===== src/rtl/swc_pkg.sv =====
// Shared types, constants and helpers for the sphere-wall collision block.
`timescale 1ns / 1ps

package swc_pkg;

  localparam int MAX_WALLS_DEF = 8;

  localparam logic [30:0] RADIUS_RESET = 31'd65536;
  localparam logic [3:0]  COUNT_RESET  = 4'd0;

  // Configuration register indexes
  localparam logic REG_RADIUS = 1'b0;
  localparam logic REG_COUNT  = 1'b1;

  // Input item kinds
  localparam logic ACT_LOAD = 1'b0;
  localparam logic ACT_TEST = 1'b1;

  // -2.01 in Q16.16
  localparam logic signed [31:0] NEG_RESTIT = -32'sd131727;

  // Datapath operations; multiply ops are issued in one cycle and retired in the next
  typedef enum logic [3:0] {
    OP_NONE     = 4'd0,
    OP_RR       = 4'd1,
    OP_RD       = 4'd2,
    OP_DIFF     = 4'd3,
    OP_D        = 4'd4,
    OP_SQ       = 4'd5,
    OP_R        = 4'd6,
    OP_UP       = 4'd7,
    OP_UM       = 4'd8,
    OP_FIN      = 4'd9,
    OP_DOT      = 4'd10,
    OP_K        = 4'd11,
    OP_NV       = 4'd12,
    OP_OUT_LOAD = 4'd13,
    OP_OUT_MISS = 4'd14,
    OP_OUT_HIT  = 4'd15
  } op_t;

  typedef struct packed {
    op_t        op;
    logic [1:0] comp;
  } cmd_t;

  typedef struct packed {
    logic lt;
  } sts_t;

  function automatic logic signed [63:0] sx64(input logic signed [31:0] v);
    sx64 = {{32{v[31]}}, v};
  endfunction

  function automatic logic signed [31:0] sat32(input logic signed [63:0] v);
    if (v > 64'sd2147483647) begin
      sat32 = 32'sh7fffffff;
    end else if (v < -64'sd2147483648) begin
      sat32 = 32'sh80000000;
    end else begin
      sat32 = v[31:0];
    end
  endfunction

  function automatic logic [1:0] comp_inc1(input logic [1:0] c);
    comp_inc1 = (c == 2'd2) ? 2'd0 : c + 2'd1;
  endfunction

  function automatic logic [1:0] comp_inc2(input logic [1:0] c);
    comp_inc2 = (c == 2'd0) ? 2'd2 : c - 2'd1;
  endfunction

endpackage


===== src/rtl/swc_ctrl.sv =====
// Sequencer for wall scan and collision response, plus result handshake.
`timescale 1ns / 1ps

module swc_ctrl import swc_pkg::*; #(
  parameter int MAX_WALLS = MAX_WALLS_DEF,
  parameter int IW = $clog2(MAX_WALLS + 1)
) (
  input  logic          clk,
  input  logic          rst,
  input  logic          in_valid,
  output logic          in_ready,
  input  logic          action,
  input  logic [3:0]    wall_count,
  input  sts_t          sts,
  output cmd_t          cmd,
  output logic [IW-1:0] wall_idx,
  output logic          out_valid,
  input  logic          out_ready,
  output logic          hit,
  output logic [2:0]    wall_hit
);

  localparam int LW = (IW > 4) ? IW : 4;
  localparam logic [4:0] SCAN_LAST = 5'd6;
  localparam logic [4:0] RESP_LAST = 5'd22;

  typedef enum logic [7:0] {
    ST_IDLE  = 8'b0000_0001,
    ST_RR    = 8'b0000_0010,
    ST_RD    = 8'b0000_0100,
    ST_DIFF  = 8'b0000_1000,
    ST_SCAN  = 8'b0001_0000,
    ST_CHECK = 8'b0010_0000,
    ST_RESP  = 8'b0100_0000,
    ST_EMIT  = 8'b1000_0000
  } state_t;

  state_t        state, state_next;
  logic [4:0]    step, step_next;
  logic [IW-1:0] idx, idx_next;
  logic          is_load, is_load_next;
  logic          found, found_next;
  logic          emit_go;
  logic [LW-1:0] lim;
  logic [LW-1:0] wc;
  logic [LW-1:0] idx_inc;

  assign wc      = LW'(wall_count);
  assign lim     = (wc > LW'(MAX_WALLS)) ? LW'(MAX_WALLS) : wc;
  assign idx_inc = LW'(idx) + LW'(1);
  assign in_ready = (state == ST_IDLE);
  assign wall_idx = idx;
  assign emit_go  = (state == ST_EMIT) && (!out_valid || out_ready);

  function automatic cmd_t scan_cmd(input logic [4:0] k);
    cmd_t c;
    c = '{op: OP_NONE, comp: 2'd0};
    unique case (k)
      5'd0, 5'd1, 5'd2: c = '{op: OP_D, comp: k[1:0]};
      5'd3: c = '{op: OP_SQ, comp: 2'd0};
      5'd4: c = '{op: OP_SQ, comp: 2'd1};
      5'd5: c = '{op: OP_SQ, comp: 2'd2};
      default: c = '{op: OP_NONE, comp: 2'd0};
    endcase
    return c;
  endfunction

  function automatic cmd_t resp_cmd(input logic [4:0] k);
    cmd_t c;
    c = '{op: OP_NONE, comp: 2'd0};
    unique case (k)
      5'd0:  c = '{op: OP_R,   comp: 2'd0};
      5'd1:  c = '{op: OP_R,   comp: 2'd1};
      5'd2:  c = '{op: OP_R,   comp: 2'd2};
      5'd4:  c = '{op: OP_UP,  comp: 2'd0};
      5'd5:  c = '{op: OP_UM,  comp: 2'd0};
      5'd6:  c = '{op: OP_UP,  comp: 2'd1};
      5'd7:  c = '{op: OP_UM,  comp: 2'd1};
      5'd8:  c = '{op: OP_UP,  comp: 2'd2};
      5'd9:  c = '{op: OP_UM,  comp: 2'd2};
      5'd11: c = '{op: OP_FIN, comp: 2'd0};
      5'd12: c = '{op: OP_DOT, comp: 2'd0};
      5'd13: c = '{op: OP_DOT, comp: 2'd1};
      5'd14: c = '{op: OP_DOT, comp: 2'd2};
      5'd16: c = '{op: OP_FIN, comp: 2'd0};
      5'd17: c = '{op: OP_K,   comp: 2'd0};
      5'd19: c = '{op: OP_NV,  comp: 2'd0};
      5'd20: c = '{op: OP_NV,  comp: 2'd1};
      5'd21: c = '{op: OP_NV,  comp: 2'd2};
      default: c = '{op: OP_NONE, comp: 2'd0};
    endcase
    return c;
  endfunction

  always_comb begin
    state_next   = state;
    step_next    = step;
    idx_next     = idx;
    is_load_next = is_load;
    found_next   = found;
    cmd          = '{op: OP_NONE, comp: 2'd0};
    unique case (state)
      ST_IDLE: begin
        if (in_valid) begin
          idx_next   = '0;
          found_next = 1'b0;
          if (action == ACT_LOAD) begin
            is_load_next = 1'b1;
            state_next   = ST_EMIT;
          end else begin
            is_load_next = 1'b0;
            state_next   = ST_RR;
          end
        end
      end
      ST_RR: begin
        cmd        = '{op: OP_RR, comp: 2'd0};
        state_next = (lim == '0) ? ST_EMIT : ST_RD;
      end
      ST_RD: begin
        cmd        = '{op: OP_RD, comp: 2'd0};
        state_next = ST_DIFF;
      end
      ST_DIFF: begin
        cmd        = '{op: OP_DIFF, comp: 2'd0};
        step_next  = '0;
        state_next = ST_SCAN;
      end
      ST_SCAN: begin
        cmd       = scan_cmd(step);
        step_next = step + 5'd1;
        if (step == SCAN_LAST) begin
          state_next = ST_CHECK;
        end
      end
      ST_CHECK: begin
        if (sts.lt) begin
          found_next = 1'b1;
          step_next  = '0;
          state_next = ST_RESP;
        end else if (idx_inc < lim) begin
          idx_next   = IW'(idx_inc);
          state_next = ST_RD;
        end else begin
          state_next = ST_EMIT;
        end
      end
      ST_RESP: begin
        cmd       = resp_cmd(step);
        step_next = step + 5'd1;
        if (step == RESP_LAST) begin
          state_next = ST_EMIT;
        end
      end
      ST_EMIT: begin
        if (emit_go) begin
          if (is_load) begin
            cmd = '{op: OP_OUT_LOAD, comp: 2'd0};
          end else if (found) begin
            cmd = '{op: OP_OUT_HIT, comp: 2'd0};
          end else begin
            cmd = '{op: OP_OUT_MISS, comp: 2'd0};
          end
          state_next = ST_IDLE;
        end
      end
      default: state_next = ST_IDLE;
    endcase
  end

  always_ff @(posedge clk) begin
    if (rst) begin
      state     <= ST_IDLE;
      step      <= '0;
      idx       <= '0;
      is_load   <= 1'b0;
      found     <= 1'b0;
      out_valid <= 1'b0;
      hit       <= 1'b0;
      wall_hit  <= '0;
    end else begin
      state   <= state_next;
      step    <= step_next;
      idx     <= idx_next;
      is_load <= is_load_next;
      found   <= found_next;
      if (emit_go) begin
        out_valid <= 1'b1;
        hit       <= found && !is_load;
        wall_hit  <= (found && !is_load) ? 3'(idx) : 3'd0;
      end else if (out_ready) begin
        out_valid <= 1'b0;
      end
    end
  end

endmodule


===== config.mk =====
export PLATFORM = sky130hd
export DESIGN_NAME = swc_ctrl
export DESIGN_NICKNAME = d
export VERILOG_FILES = /design/src/rtl/swc_pkg.sv /design/src/rtl/swc_ctrl.sv
export SDC_FILE = /design/constraint.sdc
export NUM_CORES = 1
export LEC_CHECK = 0
export ABC_AREA = 0
export CAP_MARGIN = 20
export CORE_MARGIN = 8
export CORE_UTILIZATION = 42
export CTS_CLUSTER_DIAMETER = 200
export DETAILED_ROUTE_END_ITERATION = 8
export DONT_BUFFER_PORTS = 1
export GPL_TIMING_DRIVEN = 0
export SLEW_MARGIN = 10
export SYNTH_ARGS = -nofsm -noshare
export SYNTH_HDL_FRONTEND = slang
export SYNTH_SLANG_ARGS = --single-unit
export TNS_END_PERCENT = 5

===== constraint.sdc =====
create_clock -name clk -period 5.14 [get_ports clk]
set_input_delay 0.771 -clock clk [delete_from_list [all_inputs] [get_ports clk]]
set_output_delay 0.771 -clock clk [all_outputs]
set_load 0.02 [all_outputs]

==> results.cfg <==
[cts]
max-clock-path-buffers = 2
clock-sinks = 30
cts_hold_buf = 0
clk_pin_slew_worst_paths_ns = 0.07
root_buffer = clkbuf_8
clk_latency_ns = 0.28
cts_tree = done
cts-buffers-inserted = 5
cts_resized = 0
htree_levels = 2
cts_setup_buffers = 0

[critical_path]
worstPathMaxFanout = 9
worstPathRequired_ns = 4.37
cp.arrival_ns = 2.61
path_class = register to output pin
worstSetupEndpointType = output pin
critPathLaunchType = register
r2r_slack_ns = 2.21

[route]
drt-total-wl_mm = 5.09
vias = 1847
drt_iter0_drc = 88
drtAntennaViolNets = 0
routedWlPerCell_um = 14.9
drcViolationCount = 0
vias_per_cell = 5.40
firstDrtPassIters = 4

[layout]
final_common_cell = nand2_1
post-route-cell-area_um2 = 2280
fin_cells = 342
diodes = 0
area_delta_synth_final_pct = 7.73
final_cell_mix = 36 x nand2_1, 30 x dfxtp_1, 25 x nor2_1
drive_gt1_share_pct = 10.3
final_nets = 296

[yosys]
synth_cell_types = 60
ys_seq_area_share_pct = 28.3
netlist_instances = 265
netlist_area_um2 = 2120
syn_nets = 289
yosysWarnings = 0
synth-seq-cells = 30
ys.flop_type = dfxtp_1
synthArstFlopShare_pct = 0
synth-edff-count = 0
synth.avg_cell_area_um2 = 8.00

[worst_hold_path]
hold_class = register to register

[floorplan]
ios = 26
initial_utilization_pct = 42.6
rows = 26
core_area_um2 = 4980
dieArea_um2 = 7580
die_h_um = 87.1
die_w_um = 87.1

[power_and_ir_drop]
p_leak_nw = 0.853
power_density_nw_per_um2 = 225
peakVddDrop_v = 0.000130

[global_route]
antenna_found_initial = 0
grt_max_degree = 11
overflow = 0
grt_pass1_wl_mm = 8.67
grtUsageTotal_pct = 14.3
grt_pass1_vias = 1810

[timing]
fmaxAchievable_ghz = 0.296
finalCriticalPeriod_ns = 3.38
tns_ns = 0
tightest_slew_ns = 0.707
slew_viol_final = 0
hold_violations = 0
rsz0062_at_grt = false
holdWs_ns = 0.473
setup_viol = 0
layout_worst_path_cycle_share_pct = 65.7
skew_ns = 0.0152
slew_headroom_pct = 52.4

[place]
gp_congestion = 0.910
detailed_place_hpwl_mm = 4.00
dp.cells = 335
port_buffers = 0
postPlaceCellArea_um2 = 2210

[status]
status = complete, no violations

[run]
maxCapViolations = 0
[kinds of logic (layout without fill, tap and decap cells)]
family,Yosys count,in the layout,share of synthesized area [%]
AO/OA/AOI/OAI,66,66,20.5
XOR/XNOR,12,12,6.19
adder cells (fa/ha/maj),14,14,8.26
buffers and inverters,21,28,4.72
flip-flops,30,30,28.3
multiplexers,3,3,1.77
AND/OR/NAND/NOR,119,119,30.2
[report_power, final]
group / leakage, nW / switching [W] / internal, W
Sequential: 0.242 / 0.00000495 / 0.000238
Clock: 0.0383 / 0.0000844 / 0.0000930
Combinational: 0.573 / 0.0000610 / 0.0000334
[critical path, stage by stage (launching register included)]
cell	delay [ns]
dfxtp_1	0.30
clkbuf_1	0.24
nor4_4	0.44
nand2_1	0.18
nor2_1	0.12
nand2_1	0.09
or3_1	0.32
nand2b_1	0.21
o21ai_1	0.42
[through the flow]
step | power, W | utilization, % | worst slack, ns
2_1_floorplan | 0.000323 | - | 2.41
3_3_place_gp | 0.000340 | 44.4 | 2.10
3_5_place_dp | 0.000341 | 44.4 | 2.07
4_1_cts | 0.000516 | 45.9 | 1.76
5_1_grt | 0.000543 | 45.9 | 1.60
6_report | 0.000515 | 45.9 | 1.76
[synthesized netlist by cell type (2+ instances only)]
| cell type | number | area, um2 |
|---|---|---|
| buf_4 | 2 | 15.0 |
| a21o_1 | 3 | 22.5 |
| nand3b_1 | 5 | 37.5 |
| inv_1 | 10 | 37.5 |
| nor3_1 | 5 | 25.0 |
| ha_1 | 14 | 175 |
| xnor2_1 | 5 | 43.8 |
| and3b_1 | 2 | 17.5 |
| buf_2 | 2 | 10.0 |
| and3_1 | 3 | 18.8 |
| a211oi_1 | 3 | 22.5 |
| nor2_1 | 25 | 93.8 |
| o22ai_1 | 3 | 18.8 |
| a21oi_4 | 2 | 32.5 |
| a32oi_1 | 2 | 17.5 |
| clkbuf_1 | 3 | 11.3 |
| dfxtp_1 | 30 | 601 |
| nand3_1 | 11 | 55.1 |
| o211ai_1 | 5 | 37.5 |
| nand2b_1 | 3 | 18.8 |
| o21ai_1 | 4 | 20.0 |
| a21oi_1 | 22 | 110 |
| nand4_1 | 5 | 31.3 |
| nor3_2 | 2 | 20.0 |
| or3_1 | 2 | 12.5 |
| xor2_1 | 5 | 43.8 |
| a22oi_1 | 2 | 15.0 |
| nand2_1 | 36 | 135 |
| nor2b_1 | 8 | 50.1 |
| o21ai_0 | 11 | 55.1 |
[path summary, 6_finish.rpt]
kind	startpoint	endpoint	cells past startpoint
worst min register to register	found	found	2
worst max-delay path	state[2]	cmd[1]	8
worst min-delay path	found	found	2
worst max register to register	state[2]	register	10
[layer usage]
metal / part of all wire [%] / vias to the layer above / GRT usage [%]
met5: 0 / - / 0
met4: 2.0 / 0 / 5.79
met3: 4.8 / 10 / 3.77
met2: 49 / 34 / 24.4
met1: 44 / 850 / 16.6
li1: - / 953 / -
[cell type report]
type | count | area [um2]
buffer | 9 | 51.3
clock buffer | 7 | 76.3
fill | 514 | 2690
inverter | 12 | 48.8
multi-input combinational | 214 | 1420
sequential | 30 | 601
tap | 70 | 87.6
Note: power is estimated with default switching activity, not from simulation.
